$ cat config.mk
export PLATFORM = sky130hd
export DESIGN_NAME = pl0_token_scanner
export DESIGN_NICKNAME = d
export VERILOG_FILES = /design/src/rtl/pl0ts_pkg.sv /design/src/rtl/pl0ts_front.sv /design/src/rtl/pl0ts_queue.sv /design/src/rtl/pl0ts_back.sv /design/src/rtl/pl0_token_scanner.sv
export SDC_FILE = /design/constraint.sdc
export NUM_CORES = 1
export LEC_CHECK = 0
export ABC_CLOCK_PERIOD_IN_PS = 5720
export BUFFER_PORTS_ARGS = -buffer_cell sky130_fd_sc_hd__buf_2
export CAP_MARGIN = 20
export CORE_MARGIN = 1.5
export CORE_UTILIZATION = 45
export DETAILED_ROUTE_END_ITERATION = 6
export SYNTH_ARGS = -nofsm -noshare
export SYNTH_HDL_FRONTEND = slang
export SYNTH_HIERARCHICAL = 1
export SYNTH_SLANG_ARGS = --single-unit
$ cat constraint.sdc
create_clock -name clk -period 5.72 [get_ports clk]
set_input_delay 0.572 -clock clk [delete_from_list [all_inputs] [get_ports clk]]
set_output_delay 0.572 -clock clk [all_outputs]
set_load 0.02 [all_outputs]
$ cat src/rtl/pl0ts_pkg.sv
// Shared types, constants and keyword tables for the PL/0 token scanner.
package pl0ts_pkg;

  // Default widths of the offset and length fields, and queue depth
  localparam int OFFSET_BITS_DEF = 20;
  localparam int LENGTH_BITS_DEF = 16;
  localparam int QUEUE_DEPTH_DEF = 4;

  localparam int KW_COUNT = 11;
  localparam int KIND_BITS = 3;
  localparam int KWI_BITS = 4;
  localparam int CHAR_BITS = 8;

  // Scanner mode between bytes
  typedef enum logic [1:0] {
    MODE_IDLE   = 2'd0,
    MODE_IDENT  = 2'd1,
    MODE_NUM    = 2'd2,
    MODE_CLOSED = 2'd3
  } mode_t;

  // Token kind codes as they leave the block
  typedef enum logic [KIND_BITS-1:0] {
    KIND_IDENT   = 3'd0,
    KIND_NUM     = 3'd1,
    KIND_KEYWORD = 3'd2,
    KIND_OP      = 3'd3,
    KIND_EOF     = 3'd4,
    KIND_INVALID = 3'd5
  } kind_t;

  // Queue status seen by the producer and consumer
  typedef struct packed {
    logic full;
    logic empty;
  } q_stat_t;

  // Keyword text, last character in the lowest byte
  function automatic logic [71:0] kw_text(input logic [3:0] k);
    logic [71:0] s;
    unique case (k)
      4'd0:    s = 72'("begin");
      4'd1:    s = 72'("end");
      4'd2:    s = 72'("if");
      4'd3:    s = 72'("then");
      4'd4:    s = 72'("while");
      4'd5:    s = 72'("do");
      4'd6:    s = 72'("const");
      4'd7:    s = 72'("var");
      4'd8:    s = 72'("procedure");
      4'd9:    s = 72'("odd");
      4'd10:   s = 72'("call");
      default: s = '0;
    endcase
    return s;
  endfunction

  // Keyword length in characters
  function automatic logic [3:0] kw_len(input logic [3:0] k);
    logic [3:0] l;
    unique case (k)
      4'd0:    l = 4'd5;
      4'd1:    l = 4'd3;
      4'd2:    l = 4'd2;
      4'd3:    l = 4'd4;
      4'd4:    l = 4'd5;
      4'd5:    l = 4'd2;
      4'd6:    l = 4'd5;
      4'd7:    l = 4'd3;
      4'd8:    l = 4'd9;
      4'd9:    l = 4'd3;
      4'd10:   l = 4'd4;
      default: l = 4'd0;
    endcase
    return l;
  endfunction

  // Character p of keyword k, zero past its end
  function automatic logic [7:0] kw_char(input logic [3:0] k, input logic [3:0] p);
    logic [71:0] s;
    logic [3:0]  l;
    logic [3:0]  sh;
    s  = kw_text(k);
    l  = kw_len(k);
    sh = l - 4'd1 - p;
    if (p < l) begin
      return s[{sh, 3'b000} +: 8];
    end
    return 8'h00;
  endfunction

endpackage

$ cat src/rtl/pl0ts_front.sv
// Front end: byte classification, run tracking, keyword match and token build.
module pl0ts_front
  import pl0ts_pkg::*;
#(
  parameter int OFFSET_BITS = OFFSET_BITS_DEF,
  parameter int LENGTH_BITS = LENGTH_BITS_DEF,
  localparam int TOK_W = 1 + KIND_BITS + CHAR_BITS + KWI_BITS + LENGTH_BITS + OFFSET_BITS,
  localparam int ENT_W = 1 + 2 * TOK_W
) (
  input  logic             clk,
  input  logic             rst,
  input  logic             in_valid,
  output logic             in_ready,
  input  logic [7:0]       char_code,
  input  logic             end_of_source,
  input  q_stat_t          q_stat,
  output logic             push,
  output logic [ENT_W-1:0] push_data
);

  mode_t                   mode, mode_next;
  logic [OFFSET_BITS-1:0]  pos, pos_next, pos_inc;
  logic [OFFSET_BITS-1:0]  run_start, run_start_next;
  logic [LENGTH_BITS-1:0]  run_length, run_length_next;
  logic [KW_COUNT-1:0]     match, match_next;

  logic fire;
  logic is_alpha, is_digit, is_space, is_punct, is_end, is_bad;
  logic extend, pending, has_cur, starting;
  logic kw_hit;
  logic [KWI_BITS-1:0] kwi;
  logic [TOK_W-1:0] pend_tok, cur_tok, tok0;
  kind_t pend_kind, cur_kind;

  assign in_ready = !q_stat.full;
  assign fire     = in_valid && in_ready;

  // Byte classes
  always_comb begin
    is_alpha = (char_code >= 8'h41 && char_code <= 8'h5A) ||
               (char_code >= 8'h61 && char_code <= 8'h7A);
    is_digit = char_code >= 8'h30 && char_code <= 8'h39;
    is_space = char_code == 8'h20 || (char_code >= 8'h09 && char_code <= 8'h0D);
    is_punct = char_code >= 8'h21 && char_code <= 8'h7E && !is_alpha && !is_digit;
    is_end   = end_of_source || char_code == 8'h00;
    is_bad   = !is_end && !is_space && !is_alpha && !is_digit && !is_punct;
  end

  // Run control
  always_comb begin
    extend   = !is_end && ((mode == MODE_IDENT && (is_alpha || is_digit)) ||
                           (mode == MODE_NUM && is_digit));
    pending  = (mode == MODE_IDENT || mode == MODE_NUM) && !extend;
    has_cur  = is_end || is_punct || is_bad;
    starting = mode != MODE_CLOSED && !extend && !is_end && (is_alpha || is_digit);
    pos_inc  = (pos == '1) ? pos : pos + OFFSET_BITS'(1);
  end

  // Keyword hit on the pending word
  always_comb begin
    kw_hit = 1'b0;
    kwi    = '0;
    for (int k = 0; k < KW_COUNT; k++) begin
      if (match[k] && run_length == LENGTH_BITS'(kw_len(4'(k)))) begin
        kw_hit = 1'b1;
        kwi    = kwi | KWI_BITS'(k);
      end
    end
  end

  // Next mode
  always_comb begin
    mode_next = mode;
    if (fire) begin
      unique case (mode)
        MODE_CLOSED: begin
          if (end_of_source) mode_next = MODE_IDLE;
        end
        default: begin
          if (extend)        mode_next = mode;
          else if (is_end)   mode_next = MODE_IDLE;
          else if (is_alpha) mode_next = MODE_IDENT;
          else if (is_digit) mode_next = MODE_NUM;
          else if (is_bad)   mode_next = MODE_CLOSED;
          else               mode_next = MODE_IDLE;
        end
      endcase
    end
  end

  // Token words and queue write
  always_comb begin
    pend_kind = (mode == MODE_IDENT) ? (kw_hit ? KIND_KEYWORD : KIND_IDENT) : KIND_NUM;
    pend_tok  = {1'b0, pend_kind, 8'h00, (kw_hit && mode == MODE_IDENT) ? kwi : 4'd0,
                 run_length, run_start};
    if (is_end)      cur_kind = KIND_EOF;
    else if (is_bad) cur_kind = KIND_INVALID;
    else             cur_kind = KIND_OP;
    cur_tok   = {is_end || is_bad, cur_kind, is_end ? 8'h00 : char_code, 4'd0,
                 is_end ? LENGTH_BITS'(0) : LENGTH_BITS'(1), pos};
    tok0      = pending ? pend_tok : cur_tok;
    push      = fire && mode != MODE_CLOSED && !extend && (pending || has_cur);
    push_data = {pending && has_cur, cur_tok, tok0};
  end

  // Position, run and match updates
  always_comb begin
    pos_next        = pos;
    run_start_next  = run_start;
    run_length_next = run_length;
    match_next      = match;
    if (fire) begin
      if (mode == MODE_CLOSED) begin
        if (end_of_source) pos_next = '0;
      end else if (is_end) begin
        pos_next = '0;
      end else begin
        pos_next = pos_inc;
      end
      if (mode != MODE_CLOSED && extend) begin
        run_length_next = (run_length == '1) ? run_length : run_length + LENGTH_BITS'(1);
        for (int k = 0; k < KW_COUNT; k++) begin
          match_next[k] = match[k] && run_length < LENGTH_BITS'(kw_len(4'(k))) &&
                          char_code == kw_char(4'(k), run_length[3:0]);
        end
      end else if (starting) begin
        run_start_next  = pos;
        run_length_next = LENGTH_BITS'(1);
        for (int k = 0; k < KW_COUNT; k++) begin
          match_next[k] = char_code == kw_char(4'(k), 4'd0);
        end
      end
    end
  end

  // State registers
  always_ff @(posedge clk) begin
    if (rst) begin
      mode       <= MODE_IDLE;
      pos        <= '0;
      run_start  <= '0;
      run_length <= '0;
      match      <= '0;
    end else begin
      mode       <= mode_next;
      pos        <= pos_next;
      run_start  <= run_start_next;
      run_length <= run_length_next;
      match      <= match_next;
    end
  end

  // Checks
  a_closed_silent: assert property (@(posedge clk) disable iff (rst)
    (fire && mode == MODE_CLOSED) |-> !push)
    else $error("word queued while source closed");
  a_eof_rewinds: assert property (@(posedge clk) disable iff (rst)
    (fire && mode != MODE_CLOSED && is_end) |=> (pos == '0 && mode == MODE_IDLE))
    else $error("position not rewound after end of file");
  a_bad_closes: assert property (@(posedge clk) disable iff (rst)
    (fire && mode != MODE_CLOSED && is_bad) |=> mode == MODE_CLOSED)
    else $error("invalid byte did not close source");
  a_no_overrun: assert property (@(posedge clk) disable iff (rst)
    push |-> !q_stat.full)
    else $error("write into full queue");

endmodule

$ cat src/rtl/pl0ts_queue.sv
// Short queue of token pairs between the front end and the output stage.
module pl0ts_queue
  import pl0ts_pkg::*;
#(
  parameter int WIDTH = 8,
  parameter int DEPTH = QUEUE_DEPTH_DEF,
  localparam int PTR_W = $clog2(DEPTH),
  localparam int CNT_W = $clog2(DEPTH + 1)
) (
  input  logic             clk,
  input  logic             rst,
  input  logic             push,
  input  logic [WIDTH-1:0] push_data,
  input  logic             pop,
  output logic [WIDTH-1:0] head,
  output q_stat_t          stat
);

  logic [WIDTH-1:0] mem [DEPTH];
  logic [PTR_W-1:0] wr_ptr, rd_ptr;
  logic [CNT_W-1:0] count;

  assign stat.full  = count == CNT_W'(DEPTH);
  assign stat.empty = count == '0;
  assign head       = mem[rd_ptr];

  // Storage
  always_ff @(posedge clk) begin
    if (push) mem[wr_ptr] <= push_data;
  end

  // Pointers and fill count
  always_ff @(posedge clk) begin
    if (rst) begin
      wr_ptr <= '0;
      rd_ptr <= '0;
      count  <= '0;
    end else begin
      if (push) wr_ptr <= (wr_ptr == PTR_W'(DEPTH - 1)) ? '0 : wr_ptr + PTR_W'(1);
      if (pop)  rd_ptr <= (rd_ptr == PTR_W'(DEPTH - 1)) ? '0 : rd_ptr + PTR_W'(1);
      if (push && !pop)      count <= count + CNT_W'(1);
      else if (pop && !push) count <= count - CNT_W'(1);
    end
  end

  // Checks
  a_no_underrun: assert property (@(posedge clk) disable iff (rst)
    pop |-> !stat.empty)
    else $error("read from empty queue");
  a_count_step: assert property (@(posedge clk) disable iff (rst)
    (push && !pop) |=> count == $past(count) + CNT_W'(1))
    else $error("fill count out of step");

endmodule

$ cat src/rtl/pl0ts_back.sv
// Output stage: splits queued token pairs and holds the outgoing word.
module pl0ts_back
  import pl0ts_pkg::*;
#(
  parameter int OFFSET_BITS = OFFSET_BITS_DEF,
  parameter int LENGTH_BITS = LENGTH_BITS_DEF,
  localparam int TOK_W  = 1 + KIND_BITS + CHAR_BITS + KWI_BITS + LENGTH_BITS + OFFSET_BITS,
  localparam int ENT_W  = 1 + 2 * TOK_W,
  localparam int RAW_W  = OFFSET_BITS + LENGTH_BITS + KWI_BITS + CHAR_BITS,
  localparam int DATA_W = ((RAW_W + 7) / 8) * 8
) (
  input  logic                 clk,
  input  logic                 rst,
  input  logic [ENT_W-1:0]     head,
  input  q_stat_t              q_stat,
  output logic                 pop,
  output logic                 out_valid,
  input  logic                 out_ready,
  output logic [DATA_W-1:0]    out_data,
  output logic [KIND_BITS-1:0] out_kind,
  output logic                 out_last
);

  logic             sel;
  logic             load;
  logic             two;
  logic [TOK_W-1:0] tok_cur, tok_out;

  // Pick the next token of the head entry
  always_comb begin
    two     = head[ENT_W-1];
    tok_cur = sel ? head[2*TOK_W-1 -: TOK_W] : head[TOK_W-1:0];
    load    = !q_stat.empty && (!out_valid || out_ready);
    pop     = load && (sel || !two);
  end

  // Output register
  always_ff @(posedge clk) begin
    if (rst) begin
      out_valid <= 1'b0;
      sel       <= 1'b0;
    end else begin
      if (load) begin
        out_valid <= 1'b1;
        sel       <= !sel && two;
      end else if (out_ready) begin
        out_valid <= 1'b0;
      end
    end
  end

  always_ff @(posedge clk) begin
    if (load) tok_out <= tok_cur;
  end

  // Unpack: final, kind, char, keyword index, length, offset
  assign out_data = DATA_W'(tok_out[RAW_W-1:0]);
  assign out_kind = tok_out[TOK_W-2 -: KIND_BITS];
  assign out_last = tok_out[TOK_W-1];

  // Checks
  a_second_half: assert property (@(posedge clk) disable iff (rst)
    sel |-> !q_stat.empty)
    else $error("second token pending with empty queue");

endmodule

$ cat src/rtl/pl0_token_scanner.sv
// Top level of the PL/0 token scanner: front end, token queue and output stage.
//
// Takes one source byte per word on s_axis and returns token descriptors on m_axis.
// A byte is taken every cycle while the token queue (QUEUE_DEPTH entries, each holding
// the one or two tokens that a byte causes) has room; a token passes through the token
// queue and then the output register, which delivers one token per cycle while
// m_axis_tready is high, so a byte that closes a run and also yields its own token gives
// two words one after the other. Keyword matching is done a character at a time as the
// word arrives, so classification and lookup are done combinationally in the front end.
// After an invalid byte all bytes are dropped until a word with the end flag set; after
// an end of file the byte offset starts again at zero. Offsets and lengths saturate.
module pl0_token_scanner
  import pl0ts_pkg::*;
#(
  parameter int OFFSET_BITS = OFFSET_BITS_DEF,
  parameter int LENGTH_BITS = LENGTH_BITS_DEF,
  parameter int QUEUE_DEPTH = QUEUE_DEPTH_DEF,
  localparam int RAW_W  = OFFSET_BITS + LENGTH_BITS + KWI_BITS + CHAR_BITS,
  localparam int DATA_W = ((RAW_W + 7) / 8) * 8
) (
  input  logic                 clk,
  input  logic                 rst,
  input  logic                 s_axis_tvalid,
  output logic                 s_axis_tready,
  input  logic [7:0]           s_axis_tdata,  // char_code
  input  logic                 s_axis_tuser,  // end_of_source
  output logic                 m_axis_tvalid,
  input  logic                 m_axis_tready,
  // start_offset, token_length, keyword_index, single_char, zero fill
  output logic [DATA_W-1:0]    m_axis_tdata,
  output logic [KIND_BITS-1:0] m_axis_tuser,  // token_kind
  output logic                 m_axis_tlast   // final_token
);

  localparam int TOK_W = 1 + KIND_BITS + CHAR_BITS + KWI_BITS + LENGTH_BITS + OFFSET_BITS;
  localparam int ENT_W = 1 + 2 * TOK_W;

  q_stat_t          q_stat;
  logic             push, pop;
  logic [ENT_W-1:0] push_data, head;

  pl0ts_front #(
    .OFFSET_BITS (OFFSET_BITS),
    .LENGTH_BITS (LENGTH_BITS)
  ) u_front (
    .clk           (clk),
    .rst           (rst),
    .in_valid      (s_axis_tvalid),
    .in_ready      (s_axis_tready),
    .char_code     (s_axis_tdata),
    .end_of_source (s_axis_tuser),
    .q_stat        (q_stat),
    .push          (push),
    .push_data     (push_data)
  );

  pl0ts_queue #(
    .WIDTH (ENT_W),
    .DEPTH (QUEUE_DEPTH)
  ) u_queue (
    .clk       (clk),
    .rst       (rst),
    .push      (push),
    .push_data (push_data),
    .pop       (pop),
    .head      (head),
    .stat      (q_stat)
  );

  pl0ts_back #(
    .OFFSET_BITS (OFFSET_BITS),
    .LENGTH_BITS (LENGTH_BITS)
  ) u_back (
    .clk       (clk),
    .rst       (rst),
    .head      (head),
    .q_stat    (q_stat),
    .pop       (pop),
    .out_valid (m_axis_tvalid),
    .out_ready (m_axis_tready),
    .out_data  (m_axis_tdata),
    .out_kind  (m_axis_tuser),
    .out_last  (m_axis_tlast)
  );

endmodule
---- After elaboration in Yosys (flattened, before gate mapping) ----
Memories as Yosys holds them, arrays and structs flattened. A register that Yosys moved wholly into a read port is not among the register bits.
Cells that the tools add are included.
operators by class
  mux-type cells .......................... 270
  bitwise gates (word level) .............. 1
  add/subtract/negate cells ............... 21
  shift operators ......................... 22
  order comparisons ....................... 25
  eq/ne operators ......................... 41
  reduce and logical (&&, ||, !) cells .... 98
operator list
  operator               number
  $mux 72                55
  $shiftx 72x8->8        22
  $mux 8                 100
  $eq 8x8->1             22
  $mux 4                 29
  $mux 52                2
  $lt 16x4->1            5
  $mux 20                4
  $logic_and 1x1->1      63
  $mux 1                 52
  $mux 16                3
  $sub 4x1->4 const B    10
  $eq 16x2->1 const B    2
  $eq 16x3->1 const B    2
  $mux 2                 14
  $mux 3                 9
  $le 8x7->1 const B     3
  $mux 11                2
  $add 20x1->20 const B  1
  $eq 20x20->1 const B   1
  $lt 1x4->1 const A     5
  $lt 4x4->1             5
  $sub 4x4->4            5
  $add 16x1->16 const B  1
  24 further kinds       61
storage, ports and cells
  input port bits ......................... 13
  memories ................................ 1
  register bits ........................... 130
  RAM bits ................................ 344
  logic and storage cells ................. 490
  output and inout bits ................... 54
memory list
  memory       depth  width  read ports  clocked after memory_dff  write ports  RTL line           text
  u_queue.mem  4      86     1           1                         1            pl0ts_queue.sv:19  logic [WIDTH-1:0] mem [DEPTH];

---- Depth between registers and ports, before layout ----
  depth in word-level cells ............... 26
  mapped depth ............................ 13
  gate-level depth less buffers ........... 12

---- Modules after synthesis ----
Netlist, hierarchy kept.
modules (own cells, without submodules)
  module       instances  cells each  seq. area each (sq um)  area each (sq um)
  pl0ts_queue  1          593         12792.3                 15597.5
  pl0ts_front  1          787         1381.3                  5894.4
  pl0ts_back   1          121         1601.5                  2534.9

---- Worst setup path after synthesis ----
OpenSTA, ideal clock, no wires.
  path kind ............................... input-to-reg
  from .................................... in s_axis_tdata[2]
  to ...................................... mem u_queue/mem[0][0] (netlist name), enable pin
  setup slack ............................. 0.048 ns
  cell stages on the path ................. 8
  path buffers ............................ 1
  data required time ...................... 5.244 ns
  arrival ................................. 5.196 ns
  library setup time ...................... 0.476 ns
  path through ............................ buf_6 > or4_4 > o21ai_0 > a211oi_1 > nor4_1 > nor2_1 > a311oi_1 > and2_1
between the ends
  cells in the longest elaborated chain, start to end .. 13
  elaborated cells on any way between the ends .. 45
  those cells by class .................... order compare: 10; eq/ne: 1; mux: 2; reduce/logical: 32
RTL lines
  what                                                          RTL line                                                  text
  start: declaration                                            pl0_token_scanner.sv:25                                   input logic [7:0] s_axis_tdata,
  $ge 8x7->1 (tied with other cells)                            pl0ts_front.sv:40                                         is_alpha = (char_code >= 8'h41 && char_code <= 8'h5A) ||
  $logic_and 1x1->1 (on tied branches)                          pl0ts_front.sv:40, pl0ts_front.sv:41, pl0ts_front.sv:43
  $logic_or 1x1->1 (on tied branches)                           pl0ts_front.sv:40, pl0ts_front.sv:43
  $logic_or 1x1->1 (tied with other cells)                      pl0ts_front.sv:51                                         extend = !is_end && ((mode == MODE_IDENT && (is_alpha || is_digit)) ||
  $logic_and 1x1->1 (on tied branches)                          pl0ts_front.sv:51, pl0ts_front.sv:44, pl0ts_front.sv:46
  $logic_or 1x1->1 (tied with other cells)                      pl0ts_front.sv:51
  $logic_and 1x1->1 (tied with other cells)                     pl0ts_front.sv:51
  $logic_not 1->1 / $logic_and 1x1->1 (equally long branches)   pl0ts_front.sv:53, pl0ts_front.sv:102, pl0ts_front.sv:46
  $logic_and 1x1->1 / $logic_or 1x1->1 (equally long branches)  pl0ts_front.sv:53, pl0ts_front.sv:54
  $logic_or 1x1->1                                              pl0ts_front.sv:102                                        push = fire && mode != MODE_CLOSED && !extend && (pending || has_cur);
  $logic_and 1x1->1 *                                           pl0ts_front.sv:102
  named net push                                                pl0_token_scanner.sv:39                                   logic push, pop;
  $mux 1 *                                                      pl0ts_queue.sv:29                                         if (push) mem[wr_ptr] <= push_data;
  $mux 1 (not written as such) *                                pl0ts_queue.sv:29
  end: declaration                                              pl0ts_queue.sv:19
The timed path passes the listed nets; every way through them passes the cells marked *.

---- Worst setup path after layout ----
  from .................................... in s_axis_tdata[2]
  to ...................................... mem u_queue/mem[3][15] (netlist name), enable pin
Same word-level chain as after synthesis.

==> out/qor.csv <==
metric,value,unit
status,completed,
1st-iter DRT viols,946,
HPWL after DPL,31800,microns
"Seq/Total Area, Yosys",65.7,%
Max-Cap Viols,0,
type of the worst setup path,input port to flop,
Vert. Die Dim,234,microns
worst setup margin,1830,ps
placed cell count,2199,
synth top area cells,"edfxtp_1 59%, mux4_2 9.8%, dfxtp_1 6.7%",
Tot Pwr,11600,uW
yosys warns,6,
Fin Clk Skew,14.5,ps
total number of vias,13117,
Worst Hold Depth,2,
TritonCTS clock tree,done,
FP Rows,84,
average wire per standard cell,22.9,microns
Yosys cell types,87,
Leakage,0.00894,uW
Hold Path Class,input port to flop,
register-to-register setup slack,1870,ps
Synth Area in Adders,1.80,%
Clock Tree Buf Depth,3,
ys async rst share,0,%
initial antenna violation count,1,
CTS root buf,clkbuf_16,
"top cells by count, synth","472 x edfxtp_1, 105 x mux4_2, 96 x nand2_1",
period utilization,68.0,%
Post-Synth Simple-Gate Area,8.34,%
Hold Crit Endpoint,u_back/sel,
vias in the first global route,13326,
Post-synth EDFFs,472,
Synth top area share,59.0,%
DP Worst Slack,1210,ps
"Clk Latency, worst-skew pair",600,ps
"Avg Cell Area, Syn",16.0,sq um
Final Max Tran Viols,0,
Reg area,0.0158,sq mm
Die ar.,0.0548,sq mm
Initial Util,45.6,%
RSZ-0062 raised after global routing,no,
XOR/XNOR share of the synthesized area,1.35,%
multiplexer share of the synthesized area,14.6,%
R2R Path Start,u_front/run_length[1],
synthesized area,0.0240,sq mm
DRC,0,
Hold Crit Start,rst,
r2r endpoint,u_front/match[4],
Final setup viols,0,
Tot GR Track Use,19.7,%
Synth-to-Final Area Change,11.6,%
clk sinks,552,
via/cell ratio,5.70,
first-pass GRT wire length,81000,microns
arrival time of the worst setup path,4160,ps
Detailed Routing Iterations Pass 1,5,
layout cells sized above 1,24.3,%
Post-CTS Resized,0,
Detailed Route WL,52800,microns
postcts setup bufs,0,
"Net count, final",1616,
cell area after placement,0.0249,sq mm
Worst Path Max Fanout,40,
worst-margin pin slew,1170,ps
Antenna Cells,0,
Final Instance Area,0.0268,sq mm
endpoints failing hold,0,
CP required,6000,ps
fmax,257,MHz
Crit. End Element,flop,
largest family of logic cells by synthesized area,multiplexers,
worst rel slew slack,21.9,%
gr ovfl total,0,
die width,234,microns
post-route insts no fill,2302,
FF-to-FF path depth,9,
final setup TNS,0,ps
number of buffers created by CTS,56,
most numerous cell in the Yosys netlist,edfxtp_1,
core area,0.0527,sq mm
fillers,4393,
Gate Count Post-Synth,1501,
largest net degree at the start of global routing,65,
area occupied by multi-input gates,0.00757,sq mm
Tmin final,3890,ps
routability cong.,0.889,
power density over the cells,432,mW/mm^2
"FF+latch count, synth",552,
Synth area leader,edfxtp_1,
io pins,67,
CTS Hold Bufs,0,
Worst-path clk slew,60,ps
CP startpoint kind,input port,
Max VDD drop,0.290,mV
Detail Route Antenna Nets,0,
dominant synthesized flop cell,edfxtp_1,
post-synthesis compound-gate area fraction,4.94,%
number of port buffers,66,
H-tree depth,2,
-- cell type report --
cell class                      count  share of cell area (%)
Clock buffer                       78                    5.87
Clock inverter                     25                    1.18
Inverter                           29                   0.406
Multi-Input combinational cell    835                    28.2
Sequential cell                   552                    58.9
Tap cell                          688                    3.21
Timing Repair Buffer               95                    2.23
-- state kept, by name, summed over array words and instances, names as in the netlist, named ones only --
name / count
u_back/out_valid: 1
u_back/sel: 1
u_back/tok_out: 52
u_front/match: 11
u_front/mode: 2
u_front/pos: 20
u_front/run_length: 16
u_front/run_start: 20
u_queue/count: 3
u_queue/mem: 420
u_queue/rd_ptr: 2
u_queue/wr_ptr: 2
-- cell usage in the layout (no fill, tap or decap), types with 26 or more instances in the layout --
master	Yosys	routed
a21oi_1	48	48
and2_1	30	26
buf_2	19	66
clkbuf_16	0	57
dfxtp_1	80	77
edfxtp_1	472	472
ha_1	33	33
inv_1	28	28
mux2_4	49	49
mux4_2	105	105
nand2_1	96	96
nor2_1	87	86
nor4_1	28	27
xnor2_1	27	27
-- how the worst max path moves through the flow --
stage	from	to	depth (start not counted)
after floorplan	s_axis_tdata[2]	u_queue/mem[0][0]	8
after global placement	s_axis_tdata[0]	u_queue/mem[1][23]	10
after detailed placement	s_axis_tdata[0]	u_queue/mem[1][23]	10
after CTS	s_axis_tdata[0]	u_queue/mem[1][97]	10
after global routing	s_axis_tdata[0]	u_queue/mem[1][101]	10
final	s_axis_tdata[2]	u_queue/mem[3][15]	10
-- metal layers --
metal  global-route usage, %  part of all wire (%)  up-vias
li1                        -                     -     5969
met1                    27.4                    45     6691
met2                    31.6                    47      371
met3                    2.94                   4.9       86
met4                    7.29                   3.1        0
met5                       0                     0        -
-- critical path, stage by stage --
cell      delay [ps]
buf_2            250
or4_4            620
o21ai_0          180
a211oi_1         110
nor4_1           430
nor2_1           270
a311oi_1         430
buf_4            220
and2_4           640
buf_4            380
-- power breakdown --
part	internal (uW)	total, uW	switching [uW]	leakage (uW)
Combinational	1240	2630	1390	0.00292
Sequential	5000	5230	234	0.00509
Clock	2240	3730	1490	0.000924
Total	8470	11600	3120	0.00894
-- through the flow --
step | hold slack, ps | utilization, %
finish | 276 | 50.9
detailed placement | 444 | 47.3
floorplan | 433 | -
global placement | 439 | 47.3
CTS | 234 | 50.9
global route | 261 | 50.9
-- cells by family after synthesis --
logic type,count (synthesis)
buf+inv,132
simple gates,385
flops,552
mux,193
other cells,1
fa+ha+maj,34
compound gates,167
xor+xnor,37
(Power assumes the default switching activity.)
